File: config.mk
export PLATFORM = sky130hd
export DESIGN_NAME = keyboard_port_controller_unit
export DESIGN_NICKNAME = d
export VERILOG_FILES = /design/src/design/kpc_pkg.sv /design/src/design/keyboard_port_controller_unit.sv
export SDC_FILE = /design/constraint.sdc
export NUM_CORES = 1
export LEC_CHECK = 0
export BUFFER_PORTS_ARGS = -buffer_cell sky130_fd_sc_hd__buf_4
export CELL_PAD_IN_SITES_DETAIL_PLACEMENT = 1
export CELL_PAD_IN_SITES_GLOBAL_PLACEMENT = 2
export CORE_AREA = 5 5 179 181
export CTS_CLUSTER_SIZE = 40
export DETAILED_ROUTE_END_ITERATION = 7
export DIE_AREA = 0 0 184 186
export PLACE_DENSITY_LB_ADDON = 0.1
export REMOVE_ABC_BUFFERS = 1
export SLEW_MARGIN = 40
export SYNTH_ARGS = -nofsm -noshare
export SYNTH_HDL_FRONTEND = slang
export SYNTH_SLANG_ARGS = --single-unit
File: constraint.sdc
create_clock -name clk -period 3.95 [get_ports clk]
set_input_delay 0.1975 -clock clk [delete_from_list [all_inputs] [get_ports clk]]
set_output_delay 0.1975 -clock clk [all_outputs]
set_load 0.02 [all_outputs]
File: src/design/kpc_pkg.sv
// package for the keyboard port controller: request and response types and constants
`timescale 1ns / 1ps

package kpc_pkg;

	typedef struct packed {
		logic [2:0]  operation;
		logic [15:0] port_address;
		logic [7:0]  write_data;
		logic [6:0]  scan_code;
	} req_t;

	typedef struct packed {
		logic [7:0] read_data;
		logic       irq_level;
	} rsp_t;

	localparam logic [2:0] OP_WRITE   = 3'd0;
	localparam logic [2:0] OP_READ    = 3'd1;
	localparam logic [2:0] OP_FRAME   = 3'd2;
	localparam logic [2:0] OP_PRESS   = 3'd3;
	localparam logic [2:0] OP_RELEASE = 3'd4;
	localparam logic [2:0] OP_TICK    = 3'd5;

	localparam logic [15:0] PORT_DATA = 16'h0060;
	localparam logic [15:0] PORT_CTRL = 16'h0061;

	localparam logic [7:0] CMD_KBD_RESET      = 8'hA1;
	localparam logic [7:0] CTRL_RESET_VALUE   = 8'h48;
	localparam logic [7:0] PRESS_FLAG         = 8'h80;
	localparam logic [7:0] SELFTEST_CODE      = 8'h2A;
	localparam logic [7:0] UNKNOWN_PORT_VALUE = 8'hFF;

	localparam logic [15:0] DELAY_RESET_VALUE = 16'd2000;

	localparam int QUEUE_DEPTH_DEFAULT = 8;

	// configuration register indexes
	localparam logic REG_RESET_DELAY = 1'b0;

endpackage

File: src/design/keyboard_port_controller_unit.sv
// keyboard port controller: scan code fifo, data latch, control port and reset delay
//
//  channel  | valid      | stall      | payload           | notes
//  request  | req_valid  | req_stall  | req  (req_t)      | port access, key event or tick
//  response | rsp_valid  | rsp_stall  | rsp  (rsp_t)      | one per request, in order
//  config   | psel/penable/pwrite | pready=1 | paddr/pwdata/prdata | reset delay register
//
// one request per cycle while req_stall is low; its result is registered in the response
// register, or in a skid register that takes a second result while the response is stalled;
// the request side stalls only while that skid register is full.
// arst_n resets all control state: it clears the latch and loads the control byte and delay register.
`timescale 1ns / 1ps

module keyboard_port_controller_unit #(
	parameter int QUEUE_DEPTH = kpc_pkg::QUEUE_DEPTH_DEFAULT
) (
	input  logic          clk,
	input  logic          arst_n,
	input  logic          req_valid,
	output logic          req_stall,
	input  kpc_pkg::req_t req,
	output logic          rsp_valid,
	input  logic          rsp_stall,
	output kpc_pkg::rsp_t rsp,
	input  logic          psel,
	input  logic          penable,
	input  logic          pwrite,
	input  logic [2:0]    paddr,
	input  logic [31:0]   pwdata,
	output logic [31:0]   prdata,
	output logic          pready
);

	localparam int PTR_W = (QUEUE_DEPTH > 1) ? $clog2(QUEUE_DEPTH) : 1;
	localparam int CNT_W = $clog2(QUEUE_DEPTH + 1);
	localparam logic [PTR_W-1:0] PTR_LAST = PTR_W'(QUEUE_DEPTH - 1);
	localparam logic [CNT_W-1:0] CNT_FULL = CNT_W'(QUEUE_DEPTH);

	function automatic logic [PTR_W-1:0] ptr_inc(input logic [PTR_W-1:0] p);
		ptr_inc = (p == PTR_LAST) ? '0 : p + 1'b1;
	endfunction

	// configuration
	logic [15:0] delay_cfg_q;
	logic        cfg_wr;

	assign pready = 1'b1;
	assign cfg_wr = psel && penable && pwrite;

	always_ff @(posedge clk or negedge arst_n) begin
		if (!arst_n) begin
			delay_cfg_q <= kpc_pkg::DELAY_RESET_VALUE;
		end else if (cfg_wr && paddr[2] == kpc_pkg::REG_RESET_DELAY) begin
			delay_cfg_q <= pwdata[15:0];
		end
	end

	assign prdata = (paddr[2] == kpc_pkg::REG_RESET_DELAY) ? {16'd0, delay_cfg_q} : 32'd0;

	// state
	logic [7:0]       queue_mem [QUEUE_DEPTH];
	logic [PTR_W-1:0] head_q, tail_q;
	logic [CNT_W-1:0] count_q;
	logic [7:0]       latch_q;
	logic             consumed_q;
	logic [7:0]       ctrl_q;
	logic [15:0]      delay_cnt_q;
	logic             delay_run_q;
	logic             irq_q;

	logic rsp_valid_q, skid_valid_q;
	kpc_pkg::rsp_t rsp_q, skid_q;

	logic acc, take;
	assign req_stall = skid_valid_q;
	assign acc       = req_valid && !skid_valid_q;
	assign take      = rsp_valid_q && !rsp_stall;

	// next-state logic for one request
	logic             push_a_req, push_b_req, do_a, do_b;
	logic [7:0]       byte_a, byte_b;
	logic [PTR_W-1:0] tail_a, tail_b;
	logic [CNT_W-1:0] cnt_a;
	logic             pop_en, q_clear;
	logic [PTR_W-1:0] n_head, n_tail;
	logic [CNT_W-1:0] n_count;
	logic             n_latch_clr, n_consumed, n_irq, n_run;
	logic [7:0]       n_ctrl;
	logic [15:0]      n_delay;
	logic [7:0]       rdata;

	always_comb begin
		push_a_req  = 1'b0;
		push_b_req  = 1'b0;
		byte_a      = kpc_pkg::SELFTEST_CODE | kpc_pkg::PRESS_FLAG;
		byte_b      = kpc_pkg::SELFTEST_CODE;
		pop_en      = 1'b0;
		q_clear     = 1'b0;
		n_latch_clr = 1'b0;
		n_consumed  = consumed_q;
		n_irq       = irq_q;
		n_run       = delay_run_q;
		n_ctrl      = ctrl_q;
		n_delay     = delay_cnt_q;
		rdata       = 8'd0;

		case (req.operation)
			kpc_pkg::OP_WRITE: begin
				if (req.port_address == kpc_pkg::PORT_CTRL) begin
					if (req.write_data == kpc_pkg::CMD_KBD_RESET) begin
						q_clear    = 1'b1;
						n_consumed = 1'b1;
						n_delay    = delay_cfg_q;
						n_run      = 1'b1;
					end
					n_ctrl = req.write_data;
				end
			end
			kpc_pkg::OP_READ: begin
				if (req.port_address == kpc_pkg::PORT_DATA) begin
					n_consumed  = 1'b1;
					n_irq       = 1'b0;
					rdata       = latch_q;
					n_latch_clr = 1'b1;
				end else if (req.port_address == kpc_pkg::PORT_CTRL) begin
					rdata = ctrl_q;
				end else begin
					rdata = kpc_pkg::UNKNOWN_PORT_VALUE;
				end
			end
			kpc_pkg::OP_FRAME: begin
				if (count_q != '0 && consumed_q) begin
					pop_en     = 1'b1;
					n_consumed = 1'b0;
					n_irq      = 1'b1;
				end
			end
			kpc_pkg::OP_PRESS: begin
				byte_a     = {1'b1, req.scan_code};
				push_a_req = req.scan_code != 7'd0;
			end
			kpc_pkg::OP_RELEASE: begin
				byte_a     = {1'b0, req.scan_code};
				push_a_req = req.scan_code != 7'd0;
			end
			kpc_pkg::OP_TICK: begin
				if (delay_run_q) begin
					if (delay_cnt_q <= 16'd1) begin
						n_delay    = 16'd0;
						n_run      = 1'b0;
						push_a_req = 1'b1;
						push_b_req = 1'b1;
					end else begin
						n_delay = delay_cnt_q - 16'd1;
					end
				end
			end
			default: begin
			end
		endcase

		// up to two pushes, each dropped when the fifo is full
		do_a   = push_a_req && (count_q < CNT_FULL);
		tail_a = do_a ? ptr_inc(tail_q) : tail_q;
		cnt_a  = count_q + CNT_W'(do_a);
		do_b   = push_b_req && (cnt_a < CNT_FULL);
		tail_b = do_b ? ptr_inc(tail_a) : tail_a;

		if (q_clear) begin
			n_head  = '0;
			n_tail  = '0;
			n_count = '0;
		end else begin
			n_head  = pop_en ? ptr_inc(head_q) : head_q;
			n_tail  = tail_b;
			n_count = cnt_a + CNT_W'(do_b) - CNT_W'(pop_en);
		end
	end

	// fifo storage; the pop reads straight into the data latch
	always_ff @(posedge clk) begin
		if (acc && do_a) begin
			queue_mem[tail_q] <= byte_a;
		end
		if (acc && do_b) begin
			queue_mem[tail_a] <= byte_b;
		end
	end

	always_ff @(posedge clk or negedge arst_n) begin
		if (!arst_n) begin
			head_q      <= '0;
			tail_q      <= '0;
			count_q     <= '0;
			latch_q     <= 8'd0;
			consumed_q  <= 1'b1;
			ctrl_q      <= kpc_pkg::CTRL_RESET_VALUE;
			delay_cnt_q <= 16'd0;
			delay_run_q <= 1'b0;
			irq_q       <= 1'b0;
		end else if (acc) begin
			head_q      <= n_head;
			tail_q      <= n_tail;
			count_q     <= n_count;
			consumed_q  <= n_consumed;
			ctrl_q      <= n_ctrl;
			delay_cnt_q <= n_delay;
			delay_run_q <= n_run;
			irq_q       <= n_irq;
			if (pop_en) begin
				latch_q <= queue_mem[head_q];
			end else if (n_latch_clr) begin
				latch_q <= 8'd0;
			end
		end
	end

	// response register and skid register
	kpc_pkg::rsp_t result;
	assign result.read_data = rdata;
	assign result.irq_level = n_irq;

	always_ff @(posedge clk or negedge arst_n) begin
		if (!arst_n) begin
			rsp_valid_q  <= 1'b0;
			skid_valid_q <= 1'b0;
		end else if (skid_valid_q) begin
			if (take) begin
				skid_valid_q <= 1'b0;
			end
		end else if (rsp_valid_q && !take) begin
			if (acc) begin
				skid_valid_q <= 1'b1;
			end
		end else begin
			rsp_valid_q <= acc;
		end
	end

	always_ff @(posedge clk) begin
		if (skid_valid_q) begin
			if (take) begin
				rsp_q <= skid_q;
			end
		end else if (rsp_valid_q && !take) begin
			if (acc) begin
				skid_q <= result;
			end
		end else if (acc) begin
			rsp_q <= result;
		end
	end

	assign rsp_valid = rsp_valid_q;
	assign rsp       = rsp_q;

endmodule

==> results.sh, run 1 <==
export IMPL_vias=5690
export IMPL_cts_root_buf="clkbuf_16"
export IMPL_syn_area_sq_mm=0.00746
export IMPL_finClkSkew_ns=0.0183
export IMPL_clkTransAtPathRegs_ns=0.07
export IMPL_die_h_microns=186
export IMPL_slew_violations=0
export IMPL_drtIter0Drc=215
export IMPL_track_usage_pct=13.1
export IMPL_final_cell_mix="buf_4, nand2_1, mux2i_1"
export IMPL_antenna_found_initial=0
export IMPL_outcome="finished clean"
export IMPL_ir_worst_vdd_mv=0.280
export IMPL_yosysWarnings=0
export IMPL_clockPowerShare_pct=32.4
export IMPL_tightest_slew_ns=0.695
export IMPL_core_area_sq_mm=0.0303
export IMPL_fill_cells=3382
export IMPL_placed_area_sq_mm=0.00854
export IMPL_grt_max_degree=64
export IMPL_synth_cell_types=57
export IMPL_drt_wl_total_microns=22000
export IMPL_critical_path_class="register to register"
export IMPL_r2r_end="count_q[2]"
export IMPL_cts_tree="built"
export IMPL_crit_required_ns=4.29
export IMPL_switching_share_pct=33.8
export IMPL_final_util_pct=31.2
export IMPL_power_frac_comb_pct=28.0
export IMPL_hold_path_class="input port to register"
export IMPL_dieArea_sq_mm=0.0342
export IMPL_place_hpwl_microns=16300
export IMPL_min_from="rsp_stall"
export IMPL_vias_per_cell=4.63
export IMPL_layout_nets=912
export IMPL_worstPathCellList="or4_4 -> or4_4 -> o41a_1 -> inv_1 -> ha_2 -> nand3_1 -> xor2_1 -> nor4b_4 -> ha_2 -> inv_1 -> fa_1 -> xor2_1 -> o31ai_1"
export IMPL_cpPeakStageDelay_ns=0.54
export IMPL_antenna_cells=0
export IMPL_drc=0
export IMPL_async_reset_ff_share_pct=43.4
export IMPL_mostFrequentLayoutCell="buf_4"
export IMPL_hold_end="rsp_valid"
export IMPL_ys_flop_type="dfxtp_1"
export IMPL_fin_total_pwr_mw=5.28
export IMPL_reg2reg_slack_ns=0.15
export IMPL_overflow=0
export IMPL_ant_nets=0
export IMPL_slew_headroom_pct=53.5
export IMPL_initial_core_util_pct=24.6
export IMPL_hold_depth=3
export IMPL_synth_edff_count=18
export IMPL_insertion_delay_ns=0.44
export IMPL_grt_pass1_wl_microns=34800
export IMPL_total_leakage_power_nw=4.20
export IMPL_arrival_ns=4.14
export IMPL_setup_viol=0
export IMPL_design_area_sq_mm=0.00943
export IMPL_avgRoutedWirePerCell_microns=17.9
export IMPL_r2r_cells=13
export IMPL_gp_congestion=0.774
export IMPL_cp_end_kind="register"
export IMPL_max_freq_mhz=263
export IMPL_first_global_vias=6044
export IMPL_cts_htree_levels=4
export IMPL_synth_avg_cell_area_sq_um=10.5
export IMPL_yosys_register_bits=145
export IMPL_boundaryPins=120
export IMPL_cpMaxStageDelayCell="or4_4"
export IMPL_crit_path_start_kind="register"
export IMPL_post_route_period_util_pct=96.2
export IMPL_clkSinkCount=145
export IMPL_p_int_mw=3.49
export IMPL_hold_violations=0
export IMPL_switchingPower_mw=1.79
export IMPL_yosysSeqAreaShare_pct=45.7
export IMPL_drv_cap=0
export IMPL_fin_crit_ns=3.80
export IMPL_path_buf_inv=2
export IMPL_crit_path_max_fanout=5
export IMPL_cts_buffer_depth=2
export IMPL_powerDensity_mw_per_mm2=560
export IMPL_hold_ws_ns=0.0262
export IMPL_pwr_share_seq_pct=39.6
export IMPL_netlist_instances=713
export IMPL_cts_buffers=17
export IMPL_port_buffers=84
export IMPL_area_growth_pct=26.4
export IMPL_die_w_microns=184
export IMPL_rows=64
export IMPL_critPathTopFamily="simple AND/OR/NAND/NOR gates"
export IMPL_drt_pass1_iter_count=6
export IMPL_drive_gt1_share_pct=26.5
export IMPL_timing_rr_start="delay_cnt_q[5]"
## synth_stat cells, types with 10 or more instances
library cell / n / area (sq um)
nand2_1: 87 / 327
mux2i_1: 77 / 771
dfxtp_1: 64 / 1280
dfrtp_1: 54 / 1350
nor2_1: 54 / 203
mux2_2: 35 / 394
o21ai_0: 35 / 175
clkbuf_1: 32 / 120
nor2b_1: 22 / 138
edfxtp_1: 18 / 541
buf_4: 17 / 128
mux4_2: 16 / 360
a22o_1: 14 / 123
ha_1: 14 / 175
o31ai_1: 14 / 105
inv_1: 13 / 48.8
nand3_1: 11 / 55.1
a21oi_1: 10 / 50.1
## worst min-delay path, delay by kind of cell
kind / cells / cell delay, ns
and+or+nand+nor: 1 / 0.06
AOI/OAI and AO/OA: 1 / 0.07
buffers and inverters: 1 / 0.10
## power groups by stage
stage | Clock, mW | Sequential [mW] | Combinational (mW)
final | 1.71 | 2.09 | 1.48
after global routing | 1.84 | 2.14 | 1.65
after CTS | 1.78 | 2.10 | 1.50
after detailed placement | 0 | 2.13 | 1.48
after global placement | 0 | 2.11 | 1.44
after floorplan | 0 | 2.13 | 0.884
## area by class of cell
cell class                 count  area, sq um  share of cell area [%]
multi-input combinational    510         3780                    40.1
inverter                      14         52.6                   0.557
clock inverter                15          195                    2.07
sequential                   145         3410                    36.2
timing repair buffer         133         1070                    11.3
clock buffer                  17          425                    4.51
tap                          396          495                    5.25
## sequential cells by signal, summed over array words and instances (netlist names), 3 cells and up
register / count
latch_q: 8
delay_cnt_q: 16
skid_q: 9
delay_cfg_q: 16
queue_mem: 64
ctrl_q: 8
count_q: 4
tail_q: 3
head_q: 3
rsp: 9
## cells by family after synthesis
family	after synthesis	share of synthesized area, %
other	2	0.101
muxes	131	20.9
xor gates and xnor gates	5	0.587
DFF	145	45.7
buffers and inverters	73	4.80
and+or+nand+nor	244	16.8
adders and majority gates	15	2.62
AOI/OAI and AO/OA	98	8.49
## routing by layer
metal	wire [microns]	up-vias	GRT usage [%]	share of wire, %
met3	731	18	2.66	3.3
li1	-	2758	-	-
met4	255	0	3.64	1.2
met5	0	-	0	0
met2	10400	88	21.3	47
met1	10700	2826	17.9	49
## per-stage QoR
stage / setup WS, ns / TNS [ns] / instances
5_1_grt: -0.0269 / -0.0293 / 1230
4_1_cts: 0.0337 / 0 / 1228
2_1_floorplan: -0.158 / -2.17 / 669
3_3_place_gp: 0.0464 / 0 / 1170
6_report: 0.151 / 0 / 1230
3_5_place_dp: -0.0895 / -0.136 / 1173
## how the worst max path moves through the flow
stage               depth (start not counted)            from  slack (ns)         end
CTS                                        13  delay_cnt_q[5]        0.03  count_q[2]
detailed placement                         13  delay_cnt_q[5]       -0.09  count_q[2]
finish                                     13  delay_cnt_q[5]        0.15  count_q[2]
global route                               13  delay_cnt_q[5]       -0.03  count_q[2]
global placement                           13  delay_cnt_q[5]        0.05  count_q[2]
floorplan                                  13  delay_cnt_q[4]       -0.16  count_q[2]
## repair_timing
action	CTS	global route
hold endpoints to repair	76	0
resized for setup	1	5
setup endpoints to repair	3	4
pin swaps	0	4
buffers inserted	0	2
hold buffers	23	0
gates cloned	0	0
No activity file was read; power rests on OpenSTA's default activity.
==> inputs of run 2 (changes only) <==
CORE_AREA = 5 5 157 159   (was 5 5 179 181)
DIE_AREA = 0 0 162 164   (was 0 0 184 186)
==> results.sh, run 2 (synthesis gave the netlist of run 1 again) <==
export IMPL_boundaryPins=120
export IMPL_vias_per_cell=5.01
export IMPL_tightest_slew_ns=0.675
export IMPL_switchingPower_mw=1.73
export IMPL_die_w_microns=162
export IMPL_gp_congestion=0.762
export IMPL_initial_core_util_pct=32.3
export IMPL_fin_crit_ns=3.75
export IMPL_power_frac_comb_pct=28.0
export IMPL_drtIter0Drc=203
export IMPL_cts_buffer_depth=2
export IMPL_die_h_microns=164
export IMPL_insertion_delay_ns=0.42
export IMPL_grt_max_degree=64
export IMPL_switching_share_pct=33.7
export IMPL_cts_tree="built"
export IMPL_cts_buffers=17
export IMPL_antenna_cells=0
export IMPL_grt_pass1_wl_microns=33300
export IMPL_clkTransAtPathRegs_ns=0.07
export IMPL_slew_headroom_pct=54.6
export IMPL_setup_viol=0
export IMPL_powerDensity_mw_per_mm2=558
export IMPL_mostFrequentLayoutCell="buf_4"
export IMPL_final_cell_mix="buf_4, nand2_1, mux2i_1"
export IMPL_slew_violations=0
export IMPL_post_route_period_util_pct=95.1
export IMPL_drt_wl_total_microns=20700
export IMPL_max_freq_mhz=266
export IMPL_drive_gt1_share_pct=26.5
export IMPL_crit_path_start_kind="register"
export IMPL_area_growth_pct=23.0
export IMPL_drt_pass1_iter_count=4
export IMPL_rows=56
export IMPL_first_global_vias=6096
export IMPL_dieArea_sq_mm=0.0266
export IMPL_overflow=0
export IMPL_fin_total_pwr_mw=5.12
export IMPL_rsz0062_at_grt="false"
export IMPL_cts_htree_levels=4
export IMPL_avgRoutedWirePerCell_microns=18.6
export IMPL_clockPowerShare_pct=30.3
export IMPL_arrival_ns=4.07
export IMPL_place_hpwl_microns=15100
export IMPL_crit_path_max_fanout=2
export IMPL_pwr_share_seq_pct=41.7
export IMPL_top_regs="queue_mem x64, delay_cfg_q x16, delay_cnt_q x16"
export IMPL_hold_violations=0
export IMPL_clkSinkCount=145
export IMPL_critical_path_class="register to register"
export IMPL_p_int_mw=3.39
export IMPL_hold_path_class="input port to register"
export IMPL_finClkSkew_ns=0.0109
export IMPL_largest_reg_flops=64
export IMPL_drv_cap=0
export IMPL_core_area_sq_mm=0.0231
export IMPL_port_buffers=84
export IMPL_crit_required_ns=4.26
export IMPL_ant_nets=0
export IMPL_vias=5581
export IMPL_outcome="finished clean"
export IMPL_placed_area_sq_mm=0.00840
export IMPL_design_area_sq_mm=0.00918
export IMPL_layout_nets=903
export IMPL_cts_root_buf="clkbuf_16"
export IMPL_antenna_found_initial=0
export IMPL_track_usage_pct=16.0
export IMPL_total_leakage_power_nw=4.14
export IMPL_top_register="queue_mem"
export IMPL_ir_worst_vdd_mv=0.282
export IMPL_drc=0
export IMPL_cp_end_kind="register"
[run 2: critical path, cell delays in order, from the launching register on]
cell and delay (ns):
dfrtp_1 0.38, or4_4 0.55, or4_4 0.50, o41a_1 0.45, inv_1 0.08, ha_1 0.16
nand3_1 0.12, xor2_2 0.16, nor4b_4 0.23, ha_2 0.22, inv_1 0.05, fa_1 0.43
o31ai_1 0.31
[run 2: per-layer routing]
layer	vias up	share of wire (%)	track usage, %	wire (microns)
li1	2727	-	-	-
met1	2749	47	21.1	9830
met2	92	48	26.9	9940
met3	13	3.4	3.61	711
met4	0	1.1	4.04	238
met5	-	0	0	0
[run 2: metrics by stage]
step / utilization [%] / setup WS (ns) / hold WS, ns / std cells / setup TNS [ns]
after floorplan: - / -0.158 / -0.0981 / 669 / -2.17
after global placement: 36.2 / 0.0835 / 0.370 / 1063 / 0
after detailed placement: 36.3 / -0.0157 / 0.255 / 1065 / -0.0157
after CTS: 39.5 / 0.0665 / 0.0000998 / 1113 / 0
after global routing: 39.7 / 0.0000688 / 0.000733 / 1115 / 0
final: 39.7 / 0.195 / 0.0158 / 1115 / 0
[run 2: path summary, 6_finish.rpt]
kind                                       from         endpoint  slack (ns)  depth (start not counted)
worst min register to register  queue_mem[5][5]  queue_mem[5][5]        0.47                          2
worst min-delay path                    req[11]        ctrl_q[4]        0.02                          2
worst max-delay path             delay_cnt_q[5]       count_q[1]        0.20                         12
worst max register to register   delay_cnt_q[5]       count_q[1]        0.20                         12
min in group asynchronous                arst_n        ctrl_q[4]        0.33                          2
max in group asynchronous                arst_n        head_q[0]        3.14                          2
[run 2: layout make-up]
cell class / count / area (sq um)
inverter: 14 / 52.6
multi-input combinational: 510 / 3790
clock inverter: 12 / 95.1
clock buffer: 20 / 468
timing repair buffer: 124 / 996
tap: 290 / 363
fill: 2542 / 13900
sequential: 145 / 3410
[run 2: power groups by stage]
stage	sequential [mW]	clock [mW]	combinational [mW]
global placement	2.15	0	1.41
detailed placement	2.17	0	1.44
global route	2.19	1.67	1.59
CTS	2.14	1.60	1.46
finish	2.13	1.55	1.43
floorplan	2.13	0	0.884
[run 2: repair_timing]
action,4_1_cts,5_1_grt
buffers inserted,0,0
hold buffers,16,2
pin swaps,0,0
hold endpoints to repair,69,2
resized for setup,1,5
setup endpoints to repair,2,9
==> inputs of run 3 (changes only) <==
BUFFER_PORTS_ARGS = not set   (was -buffer_cell sky130_fd_sc_hd__buf_4)
CORE_AREA = 5 5 148 150   (was 5 5 157 159)
DIE_AREA = 0 0 153 155   (was 0 0 162 164)
DONT_BUFFER_PORTS = 1   (was not set)
==> results.sh, run 3 (synthesis gave the netlist of run 1 again) <==
export IMPL_m1WireLength_microns=9340
export IMPL_antenna_found_initial=0
export IMPL_critical_path_class="register to register"
export IMPL_slew_headroom_pct=46.9
export IMPL_drt_wl_total_microns=19800
export IMPL_initial_core_util_pct=36.3
export IMPL_max_freq_mhz=266
export IMPL_design_area_sq_mm=0.00871
export IMPL_powerDensity_mw_per_mm2=584
export IMPL_track_usage_pct=17.2
export IMPL_wl_met3_microns=756
export IMPL_hold_ws_ns=0.0405
export IMPL_drv_cap=0
export IMPL_insertion_delay_ns=0.43
export IMPL_dr_max_layer_used="met4"
export IMPL_port_buffers=0
export IMPL_cts_buffers=17
export IMPL_antenna_cells=0
export IMPL_final_cell_mix="nand2_1, mux2i_1, dfxtp_1"
export IMPL_finClkSkew_ns=0.00770
export IMPL_clkSinkCount=145
export IMPL_place_ws_ns=-0.0729
export IMPL_cts_root_buf="clkbuf_16"
export IMPL_dp_cells=965
export IMPL_cts_buffer_depth=2
export IMPL_setup_slack_ns=0.190
export IMPL_post_route_period_util_pct=95.2
export IMPL_die_h_microns=155
export IMPL_ant_nets=0
export IMPL_drt_pass1_iter_count=4
export IMPL_rows=53
export IMPL_area_growth_pct=16.7
export IMPL_grt_pass1_wl_microns=32600
export IMPL_core_area_sq_mm=0.0206
export IMPL_clkTransAtPathRegs_ns=0.07
export IMPL_slew_violations=0
export IMPL_ir_worst_vdd_mv=0.331
export IMPL_cp_end_kind="register"
export IMPL_outcome="finished clean"
export IMPL_tns_ns=0
export IMPL_arrival_ns=4.10
export IMPL_drtIter0Drc=243
export IMPL_top_regs="queue_mem x64, delay_cfg_q x16, delay_cnt_q x16"
export IMPL_vias=5350
export IMPL_overflow=0
export IMPL_drc=0
export IMPL_fin_crit_ns=3.76
export IMPL_final_util_pct=42.4
export IMPL_cts_htree_levels=4
export IMPL_die_w_microns=153
export IMPL_dieArea_sq_mm=0.0237
export IMPL_largest_reg_flops=64
export IMPL_gp_congestion=0.759
export IMPL_mostFrequentLayoutCell="nand2_1"
export IMPL_layout_nets=832
export IMPL_top_register="queue_mem"
export IMPL_hold_path_class="input port to register"
export IMPL_grt_max_degree=64
export IMPL_first_global_vias=5797
export IMPL_fin_total_pwr_mw=5.08
export IMPL_boundaryPins=120
export IMPL_place_hpwl_microns=14500
export IMPL_fin_cells=1029
export IMPL_wl_met2_microns=9510
export IMPL_tightest_slew_ns=0.796
export IMPL_vias_per_cell=5.20
export IMPL_crit_required_ns=4.29
export IMPL_hold_violations=0
export IMPL_cts_tree="built"
export IMPL_crit_path_start_kind="register"
export IMPL_avgRoutedWirePerCell_microns=19.3
export IMPL_total_leakage_power_nw=3.79
export IMPL_placed_area_sq_mm=0.00773
export IMPL_drive_gt1_share_pct=18.8
export IMPL_setup_viol=0
export IMPL_crit_path_max_fanout=2
run 3: changes by cell type in the layout (fill, tap and decap cells not counted), moves of 2 or more:
cell and change:
inv_4 -2, buf_4 -80, clkinvlp_4 +4, clkinv_4 -2, inv_8 +2, dlygate4sd3_1 +9, bufinv_16 +2
run 3: what timing repair did:
item	4_1_cts	5_1_grt
hold buffers	28	0
setup buffers	0	3
endpoints found under the hold margin	89	0
gates resized for setup	1	8
setup endpoints to repair	3	3
pin swaps	0	3
run 3: power by group:
part | total, mW | leakage [nW] | internal, mW | switching, mW
Combinational | 1.22 | 2.03 | 0.580 | 0.642
Clock | 1.66 | 0.277 | 0.949 | 0.709
Sequential | 2.20 | 1.49 | 1.85 | 0.355
run 3: critical path, stage by stage (launching register included):
cell and delay [ns]:
dfrtp_1 0.39, or4_4 0.52, or4_4 0.50, o41a_1 0.39, inv_1 0.08, ha_2 0.19, nand3_2 0.09, xor2_2 0.16
nor4b_4 0.26, ha_2 0.25, inv_1 0.05, fa_1 0.37, xor2_1 0.17, o31ai_1 0.24
run 3: worst paths after layout:
check | startpoint | end | slack (ns) | depth (start not counted)
worst max-delay path | delay_cnt_q[4] | count_q[2] | 0.19 | 13
worst min-delay path | req[31] | consumed_q | 0.04 | 3
worst max register to register | delay_cnt_q[4] | count_q[2] | 0.19 | 13
worst min register to register | queue_mem[6][3] | queue_mem[6][3] | 0.47 | 2
max in group asynchronous | arst_n | delay_cfg_q[10] | 3.30 | 2
min in group asynchronous | arst_n | ctrl_q[1] | 0.30 | 2
run 3: per-layer routing:
metal  GRT usage [%]  vias to the layer above
met5               0                        -
met4            4.58                        0
met3            3.84                       15
met2            28.7                       88
met1            22.8                     2663
li1                -                     2584
run 3: layout make-up:
| type | instances | area (sq um) |
|---|---|---|
| inverters | 14 | 52.6 |
| multi-input cells | 510 | 3800 |
| clock buffers | 17 | 425 |
| well taps | 275 | 344 |
| flip-flops and latches | 145 | 3410 |
| clock inverters | 15 | 173 |
| fillers | 2248 | 11800 |
| repair buffers | 53 | 502 |
